--- src/design/swmd_pkg.sv ---
// ---------------------------------------------------------------------------
// swmd_pkg
// shared constants and types of the stack with middle delete
// ---------------------------------------------------------------------------
`default_nettype none

package swmd_pkg;

  // fixed field widths
  localparam int WORD_W  = 32;
  localparam int CMD_W   = 2;
  localparam int STAT_W  = 2;
  localparam int COUNT_W = 5;

  localparam int DEPTH_DEFAULT = 16;

  // command codes
  localparam logic [CMD_W-1:0] CMD_PUSH   = 2'd0;
  localparam logic [CMD_W-1:0] CMD_POP    = 2'd1;
  localparam logic [CMD_W-1:0] CMD_DELMID = 2'd2;

  // status codes
  localparam logic [STAT_W-1:0] ST_OK    = 2'd0;
  localparam logic [STAT_W-1:0] ST_EMPTY = 2'd1;
  localparam logic [STAT_W-1:0] ST_FULL  = 2'd2;

  // per-cycle control broadcast to every cell
  typedef struct packed {
    logic push;    // every cell takes its upper neighbor
    logic remove;  // cells at or below the tap take their lower neighbor
  } cell_ctrl_t;

endpackage

`default_nettype wire

--- src/design/swmd_cell.sv ---
// ---------------------------------------------------------------------------
// swmd_cell
// one stack position: holds a word, shifts with its neighbors, drives tap bus
// ---------------------------------------------------------------------------
`default_nettype none

module swmd_cell #(
  parameter int IDX_W = 4,
  parameter int IDX   = 0
) (
  input  wire                         clk,
  input  wire  swmd_pkg::cell_ctrl_t  ctrl,
  input  wire  [IDX_W-1:0]            tap,
  input  wire  [swmd_pkg::WORD_W-1:0] above_data,
  input  wire  [swmd_pkg::WORD_W-1:0] below_data,
  output logic [swmd_pkg::WORD_W-1:0] data,
  output logic [swmd_pkg::WORD_W-1:0] sel_data
);
  import swmd_pkg::*;

  logic [WORD_W-1:0] data_r;
  logic [WORD_W-1:0] data_nxt;
  logic              at_tap;
  logic              below_tap;

  // position compare against the tap
  assign at_tap    = (tap == IDX_W'(IDX));
  assign below_tap = (IDX_W'(IDX) >= tap);

  // shift selection
  always_comb begin
    data_nxt = data_r;
    if (ctrl.push) begin
      data_nxt = above_data;
    end else if (ctrl.remove && below_tap) begin
      data_nxt = below_data;
    end
  end

  // word storage, no reset needed
  always_ff @(posedge clk) begin
    data_r <= data_nxt;
  end

  assign data     = data_r;
  assign sel_data = at_tap ? data_r : '0;

endmodule

`default_nettype wire

--- src/design/stack_with_middle_delete.sv ---
// result strobed in the cycle after start is taken; one command per cycle.
// busy stays low, so a new command may be issued every cycle; the moving cells (all on a
// push, those at or below the tap on a removal) shift in the same cycle; the tap word is read through an or-bus.
// reset: synchronous active-low clears the entry count and the result strobe only;
// cell words are not cleared, there is no clearing pass.
// ---------------------------------------------------------------------------
// stack_with_middle_delete
// bounded lifo of signed words with push, pop and delete-middle commands
// ---------------------------------------------------------------------------
`default_nettype none

module stack_with_middle_delete #(
  parameter int DEPTH = swmd_pkg::DEPTH_DEFAULT
) (
  input  wire                                clk,
  input  wire                                rst_n,
  input  wire                                start,
  output logic                               busy,
  input  wire  [swmd_pkg::CMD_W-1:0]         in_command,
  input  wire  signed [swmd_pkg::WORD_W-1:0] in_push_value,
  output logic                               out_valid,
  output logic signed [swmd_pkg::WORD_W-1:0] out_result_value,
  output logic [swmd_pkg::STAT_W-1:0]        out_status,
  output logic [swmd_pkg::COUNT_W-1:0]       out_entry_count
);
  import swmd_pkg::*;

  localparam int CNT_W = $clog2(DEPTH + 1);
  localparam int IDX_W = $clog2(DEPTH);
  localparam int EXT_W = (CNT_W > COUNT_W) ? CNT_W : COUNT_W;

  logic [CNT_W-1:0]  count_r;
  logic [CNT_W-1:0]  count_nxt;
  logic              out_valid_r;
  logic [WORD_W-1:0] result_r;
  logic [WORD_W-1:0] result_nxt;
  logic [STAT_W-1:0] status_r;
  logic [STAT_W-1:0] status_nxt;
  logic [EXT_W-1:0]  count_ext;

  logic              accept;
  logic              empty;
  logic              full;
  cell_ctrl_t        ctrl;
  logic [IDX_W-1:0]  tap;
  logic [IDX_W-1:0]  mid;
  logic [WORD_W-1:0] tap_data;

  logic [WORD_W-1:0] cell_data [DEPTH];
  logic [WORD_W-1:0] cell_sel  [DEPTH];

  assign busy   = 1'b0;
  assign accept = start && !busy;
  assign empty  = (count_r == '0);
  assign full   = (count_r == CNT_W'(DEPTH));
  assign mid    = IDX_W'(count_r >> 1);

  // or-bus over the cells: only the cell at the tap drives its word
  always_comb begin
    tap_data = '0;
    for (int k = 0; k < DEPTH; k++) begin
      tap_data = tap_data | cell_sel[k];
    end
  end

  // command decode, next count and result
  always_comb begin
    ctrl       = '0;
    tap        = '0;
    count_nxt  = count_r;
    result_nxt = '0;
    status_nxt = ST_OK;
    case (in_command)
      CMD_PUSH: begin
        if (full) begin
          status_nxt = ST_FULL;
        end else begin
          ctrl.push = accept;
          count_nxt = count_r + CNT_W'(1);
        end
      end
      CMD_POP: begin
        if (empty) begin
          result_nxt = '1;
          status_nxt = ST_EMPTY;
        end else begin
          ctrl.remove = accept;
          result_nxt  = tap_data;
          count_nxt   = count_r - CNT_W'(1);
        end
      end
      CMD_DELMID: begin
        tap = mid;
        if (empty) begin
          status_nxt = ST_EMPTY;
        end else begin
          ctrl.remove = accept;
          result_nxt  = tap_data;
          count_nxt   = count_r - CNT_W'(1);
        end
      end
      default: begin
        status_nxt = ST_OK;
      end
    endcase
  end

  // chain of cells, position 0 is the top
  for (genvar k = 0; k < DEPTH; k++) begin : g_cell
    logic [WORD_W-1:0] above;
    logic [WORD_W-1:0] below;
    if (k == 0) begin : g_top
      assign above = in_push_value;
    end else begin : g_mid
      assign above = cell_data[k-1];
    end
    if (k == DEPTH - 1) begin : g_bot
      assign below = '0;
    end else begin : g_up
      assign below = cell_data[k+1];
    end
    swmd_cell #(
      .IDX_W (IDX_W),
      .IDX   (k)
    ) u_cell (
      .clk        (clk),
      .ctrl       (ctrl),
      .tap        (tap),
      .above_data (above),
      .below_data (below),
      .data       (cell_data[k]),
      .sel_data   (cell_sel[k])
    );
  end

  // control state
  always_ff @(posedge clk) begin
    if (!rst_n) begin
      count_r     <= '0;
      out_valid_r <= 1'b0;
    end else begin
      out_valid_r <= accept;
      if (accept) begin
        count_r <= count_nxt;
      end
    end
  end

  // result payload
  always_ff @(posedge clk) begin
    if (accept) begin
      result_r <= result_nxt;
      status_r <= status_nxt;
    end
  end

  // count reported modulo 32
  assign count_ext        = EXT_W'(count_r);
  assign out_valid        = out_valid_r;
  assign out_result_value = result_r;
  assign out_status       = status_r;
  assign out_entry_count  = count_ext[COUNT_W-1:0];

endmodule

`default_nettype wire

--- config.mk ---
export PLATFORM = sky130hd
export DESIGN_NAME = stack_with_middle_delete
export DESIGN_NICKNAME = d
export VERILOG_FILES = /design/src/design/swmd_pkg.sv /design/src/design/swmd_cell.sv /design/src/design/stack_with_middle_delete.sv
export SDC_FILE = /design/constraint.sdc
export NUM_CORES = 1
export LEC_CHECK = 0
export BUFFER_PORTS_ARGS = -buffer_cell sky130_fd_sc_hd__buf_2
export CAP_MARGIN = 0
export CELL_PAD_IN_SITES_DETAIL_PLACEMENT = 1
export CELL_PAD_IN_SITES_GLOBAL_PLACEMENT = 2
export CORE_ASPECT_RATIO = 1.75
export CORE_MARGIN = 1.5
export CORE_UTILIZATION = 40
export DETAILED_ROUTE_END_ITERATION = 6
export PLACE_DENSITY_LB_ADDON = 0.25
export SLEW_MARGIN = 20
export SYNTH_ARGS = -nofsm -noshare
export SYNTH_HDL_FRONTEND = slang
export SYNTH_SLANG_ARGS = --single-unit
--- constraint.sdc ---
create_clock -name clk -period 5.2 [get_ports clk]
set_input_delay 0.26 -clock clk [delete_from_list [all_inputs] [get_ports clk]]
set_output_delay 0.26 -clock clk [all_outputs]
set_load 0.05 [all_outputs]
; ---- Word level (Yosys, flattened, before mapping)
; Index checks and enable logic that the tools add are counted.
[word_totals]
reg_bits = 552
input_bits = 37
output_inout_bits = 41
word_cells = 173
[op_classes]
addsub = 2
magnitude_cmp = 16
n_eq_ne = 20
n_mux = 62
bitwise_logic = 15
n_reduce_logical = 38
[ops]
columns = operator, n
row1 = two-way mux 32 bit, 50
row2 = bitwise OR 32 bit, 15
row3 = one-hot mux 32 bit (2 select lines), 1
row4 = nonzero test 2 bit, 17
row5 = "== test 4 bit, second input constant", 8
row6 = ">= comparator 4 bit, first input constant", 8
row7 = "== test 4 x 3 -> 1 bit, second input constant", 4
row8 = ">= comparator 3 x 4 -> 1 bit, first input constant", 4
row9 = logical AND 1 bit, 16
row10 = two-way mux 5 bit, 2
row11 = one-hot mux 5 bit (2 select lines), 1
row12 = "== test 4 x 2 -> 1 bit, second input constant", 2
row13 = ">= comparator 1 x 4 -> 1 bit, first input constant", 2
row14 = ">= comparator 2 x 4 -> 1 bit, first input constant", 2
row15 = "adder 5 x 1 -> 5 bit, second input constant", 1
row16 = "== test 5 bit, second input constant", 1
row17 = zero test 5 bit, 1
row18 = two-way mux 1 bit, 5
row19 = "subtractor 5 x 1 -> 5 bit, second input constant", 1
row20 = "== test 4 x 1 -> 1 bit, second input constant", 1
row21 = zero test 4 bit, 1
row22 = two-way mux 4 bit, 1
row23 = "!= test 2 bit, second input constant", 2
row24 = one-hot mux 2 bit (2 select lines), 1
row25 = 6 further kinds, 6

; ---- Logic depth before layout (Yosys ltp)
[depth]
word_depth = 21
depth_mapped = 10
ltp_nobuf = 8

; ---- Modules after synthesis
; Synthesis repeated with hierarchy kept, for this count alone.
[hier_totals]
hier_cells = 2033
area_unflattened_um2 = 29493.3
[by_module_without_submodules]
columns = module, n_inst, cells_per_inst, area_per_inst_um2, seq_area_each_um2
row1 = swmd_cell (g_cell[1].u_cell ...), 3, 106, 1621.6, 960.9
row2 = swmd_cell (g_cell[11].u_cell ...), 2, 106, 1667.8, 960.9
row3 = stack_with_middle_delete, 1, 334, 3007.9, 1141.1
row4 = swmd_cell (g_cell[15].u_cell), 1, 105, 1734.2, 960.9
row5 = swmd_cell (g_cell[10].u_cell), 1, 108, 1681.6, 960.9
row6 = swmd_cell (g_cell[14].u_cell), 1, 106, 1670.4, 960.9
row7 = swmd_cell (g_cell[13].u_cell), 1, 106, 1669.1, 960.9
row8 = swmd_cell (g_cell[6].u_cell), 1, 107, 1661.6, 960.9
row9 = swmd_cell (g_cell[5].u_cell), 1, 107, 1660.3, 960.9
row10 = swmd_cell (g_cell[12].u_cell), 1, 106, 1659.1, 960.9
row11 = swmd_cell (g_cell[9].u_cell), 1, 106, 1656.6, 960.9
row12 = swmd_cell (g_cell[3].u_cell), 1, 106, 1655.3, 960.9
row13 = swmd_cell (g_cell[4].u_cell), 1, 107, 1624.1, 960.9
row14 = swmd_cell (g_cell[0].u_cell), 1, 105, 1612.8, 960.9

; ---- Worst setup path before layout
; OpenSTA, ideal clock, no wires.
[synth_timing]
path_type = register -> register
start = reg count_r[4], in the netlist out_entry_count[4]
end = reg g_cell[8].u_cell.data_r[0], enable pin
setup_time_ns = 0.466
arrival_time_ns = 3.991
required_ns = 4.734
setup_slack_ns = 0.744
stages_incl_launch_ff = 7
n_path_buf = 2
cell_sequence = dfxtp_1 -> buf_2 -> nand3b_1 -> nor3_4 -> clkbuf_1 -> nor2_1 -> o21ai_0
[synth_via]
elab_chain_cells = 5
[synth_lines]
columns = item, line_no
row1 = from (decl), stack_with_middle_delete.sv:32  ; logic [CNT_W-1:0] count_r;
row2 = from (signal assigned), stack_with_middle_delete.sv:144  ; count_r <= count_nxt;
row3 = branches (longest 4 deep; another with >= comparator 4 bit), --
row4 = nonzero test 2 bit (no source line) *, --
row5 = to (signal assigned), swmd_cell.sv:42  ; data_r <= data_nxt;
row6 = to (decl), swmd_cell.sv:21  ; logic [WORD_W-1:0] data_r;
; Every way passes the cells marked *.
; A chain may end at the register's enable or synchronous reset.

; ---- Final worst setup path
[layout_timing]
start = reg count_r[2], in the netlist out_entry_count[2]
end = reg g_cell[3].u_cell.data_r[24], enable pin
[layout_via]
elab_chain_cells = 5
[layout_lines]
columns = item, line_no
row1 = branches (longest 4 deep; another with >= comparator 2 x 4 -> 1 bit), --
row2 = nonzero test 2 bit (no source line) *, --
row3 = to (signal assigned), swmd_cell.sv:42
row4 = to (decl), swmd_cell.sv:21
; Marked as above.

==> results.py <==
metrics = {
    "sta": {
        "rsz0062_at_grt": "false",
        "finalCritPeriodShare": 0.729,
        "post-route-min-period_ns": 3.79,
        "hold_slack_ns": 0.0390,
        "fmax_mhz": 264,
        "relSlewSlack": 0.209,
        "worst-slew-pin-transition_ns": 1.19,
        "finalClockSkew_ns": 0.0276,
        "hold_viol": 0,
        "finalMaxSlewViolations": 0,
        "finalSetupViolations": 0,
        "fin_setup_tns_ns": 0,
    },
    "cts": {
        "clk_pin_slew_ns": 0.07,
        "cts_setup_buffers": 0,
        "cts-hold-fix-buffers": 29,
        "cts-htree-levels": 2,
        "cts.sinks": 552,
        "cts_resized": 0,
        "tritoncts": "yes",
        "clk_latency_ns": 0.64,
        "cts_max_path_buffers": 3,
        "numCtsBuffers": 53,
        "cts_root_buf": "clkbuf_16",
    },
    "floorplanning": {
        "ios": 78,
        "die_h_um": 345,
        "fp-row-count": 125,
        "start_util": 0.404,
        "die_w_um": 199,
        "dieArea_um2": 68600,
        "core_area_um2": 66300,
    },
    "logic_synthesis": {
        "synthArstFlopShare": 0,
        "synth_top_area_frac": 0.612,
        "yosysUniqueCellTypes": 60,
        "syn_area_um2": 26800,
        "synth-seq-cells": 552,
        "synth_enable_flop_cells": 546,
        "ys.flop_type": "edfxtp_1",
        "synth_common_cells": "1481 x nand2_1, 546 x edfxtp_1, 148 x a22oi_1, 135 x buf_2, 47 x and2_1",
        "avgSynthCellArea_um2": 9.85,
        "synth.area.top_cells": "edfxtp_1 61%, nand2_1 21%, a22oi_1 4.1%",
        "yosysWarnings": 0,
        "syn_nets": 2765,
        "yosysTopAreaCell": "edfxtp_1",
        "yosysMostFrequentCell": "nand2_1",
        "synth.yosys.seq_area_share": 0.617,
        "syn_inst": 2720,
    },
    "pwr": {
        "peakVddDrop_mv": 0.244,
        "pwr_density_cell_nw_per_um2": 428,
        "p_leak_uw": 0.0122,
    },
    "run": {
        "cap_viol_max_count": 0,
    },
    "critical_path": {
        "arrival_ns": 4.07,
        "path_max_fanout": 47,
        "worstSetupEndpointType": "flop",
        "regToRegEndpoint": "g_cell[3].u_cell.data[24]",
        "setup.worst_path.start": "out_entry_count[2]",
        "r2r_cells": 5,
        "timing.rr.start": "out_entry_count[2]",
        "rrSetupSlack_ns": 1.41,
        "crit_required_ns": 5.48,
        "startpoint_type": "flop",
        "worstSetupPathType": "flop to flop",
    },
    "detailed_routing": {
        "ant_nets": 0,
        "dr.pass1.iters": 5,
        "dr_total_vias": 21498,
        "remaining_drc_errors": 0,
        "post_drt_via_cell_ratio": 5.83,
        "wl_mm": 103,
        "drt_iter0_drc": 2195,
        "wl_per_cell_um": 27.9,
    },
    "hold_path": {
        "min_from": "in_push_value[16]",
        "hp-class": "input pin to flop",
        "hold_depth": 3,
        "holdPathEnd": "g_cell[0].u_cell.data[16]",
    },
    "place": {
        "place_congestion": 0.823,
        "numPortBuffers": 76,
        "hpwl_mm": 62.9,
    },
    "status": {
        "status": "finished clean",
    },
    "global_routing": {
        "grt_usage": 0.301,
        "grt_pass1_vias": 22019,
        "overflow": 0,
        "grt_max_degree": 224,
        "grt_antenna_before_repair": 1,
        "grt_pass1_wl_mm": 150,
    },
    "final_layout": {
        "nets": 2804,
        "area_growth_pct": 12.5,
        "num_antenna_cells": 0,
        "fillers": 7457,
        "drive_gt1_frac": 0.0936,
    },
}
==> metrics by stage <==
step	instance area [um^2]	cells	utilization	worst slack [ns]	power [uW]
2_1_floorplan	26800	2720	-	0.744	7840
3_3_place_gp	28200	3564	0.425	1.53	9010
3_5_place_dp	28200	3564	0.425	1.51	9090
4_1_cts	30100	3688	0.454	1.47	13000
5_1_grt	30100	3688	0.454	1.35	13300
6_report	30100	3688	0.454	1.41	12900
==> report_power, final <==
| group | leakage [uW] | switching, uW | internal [uW] | total [uW] |
|---|---|---|---|---|
| clock network | 0.000812 | 1790 | 2070 | 3860 |
| logic | 0.00615 | 1820 | 705 | 2520 |
| registers | 0.00522 | 635 | 5890 | 6530 |
==> worst max-delay path: stages, from the launching register on <==
cell and delay (ns):
dfxtp_2 0.83, nor3_1 0.17, nand3b_1 0.24, nand3_4 0.68, nand2_2 0.97, buf_4 0.50
==> state kept, by name (all words and copies together), names as in the netlist <==
register	flops
out_status	2
g_cell.u_cell.data	512
out_valid	1
out_entry_count	5
out_result_value	32
==> worst max path at each step <==
stage,end,slack [ns],cells after the start
6_report,g_cell[3].u_cell.data[24],1.41,5
5_1_grt,g_cell[3].u_cell.data[24],1.35,5
4_1_cts,g_cell[12].u_cell.data[24],1.47,6
3_5_place_dp,g_cell[3].u_cell.data[24],1.51,5
3_3_place_gp,g_cell[3].u_cell.data[24],1.53,5
2_1_floorplan,g_cell[8].u_cell.data[0],0.74,6
==> cell usage in the layout (no fill, tap or decap), drive strengths merged, types with 4 or more instances in the layout <==
cell	Yosys	routed
inv	5	6
clkinv	0	26
o21a	14	14
a222oi	12	12
clkbuf	41	64
nor3	5	5
and3	4	4
dlygate4sd3	0	29
nor3b	6	6
mux2	10	10
a221oi	15	15
dfxtp	6	6
o21ai	21	21
a22oi	148	148
edfxtp	546	546
nor2	16	16
nand3	18	18
ha	7	7
o31a	12	12
and4	13	13
a21oi	16	16
a22o	13	13
nor2b	7	7
a211oi	8	8
mux2i	31	31
a31oi	16	16
nand4	16	16
o211ai	5	5
nand2	1481	1481
and2	47	47
buf	141	137
==> area by class of cell <==
| type | instances | area, um^2 | share of cell area |
|---|---|---|---|
| tap | 889 | 1110 | 0.0369 |
| inverter | 5 | 18.8 | 0.000623 |
| timing repair buffer | 166 | 1230 | 0.0408 |
| sequential | 552 | 16500 | 0.548 |
| clock inverter | 31 | 226 | 0.00752 |
| clock buffer | 64 | 1410 | 0.0468 |
| multi-input combinational | 1981 | 9620 | 0.319 |
==> logic make-up (layout without fill, tap and decap cells) <==
family          count (synthesis)  count (layout)  synth area share
fa+ha+maj                       8               8           0.00402
flops                         552             552             0.617
simple gates                 1625            1625             0.243
xor+xnor                        4               4           0.00131
other cells                     1               1          0.000140
compound gates                300             300            0.0842
mux                            43              43            0.0175
buf+inv                       187             266            0.0332
==> per-layer routing <==
metal,share of wire,up-vias,GRT usage
met2,0.50,861,0.518
li1,-,9436,-
met1,0.40,10977,0.382
met5,0.00013,-,0
met3,0.059,222,0.0383
met4,0.042,2,0.116
(Power assumes the default switching activity.)
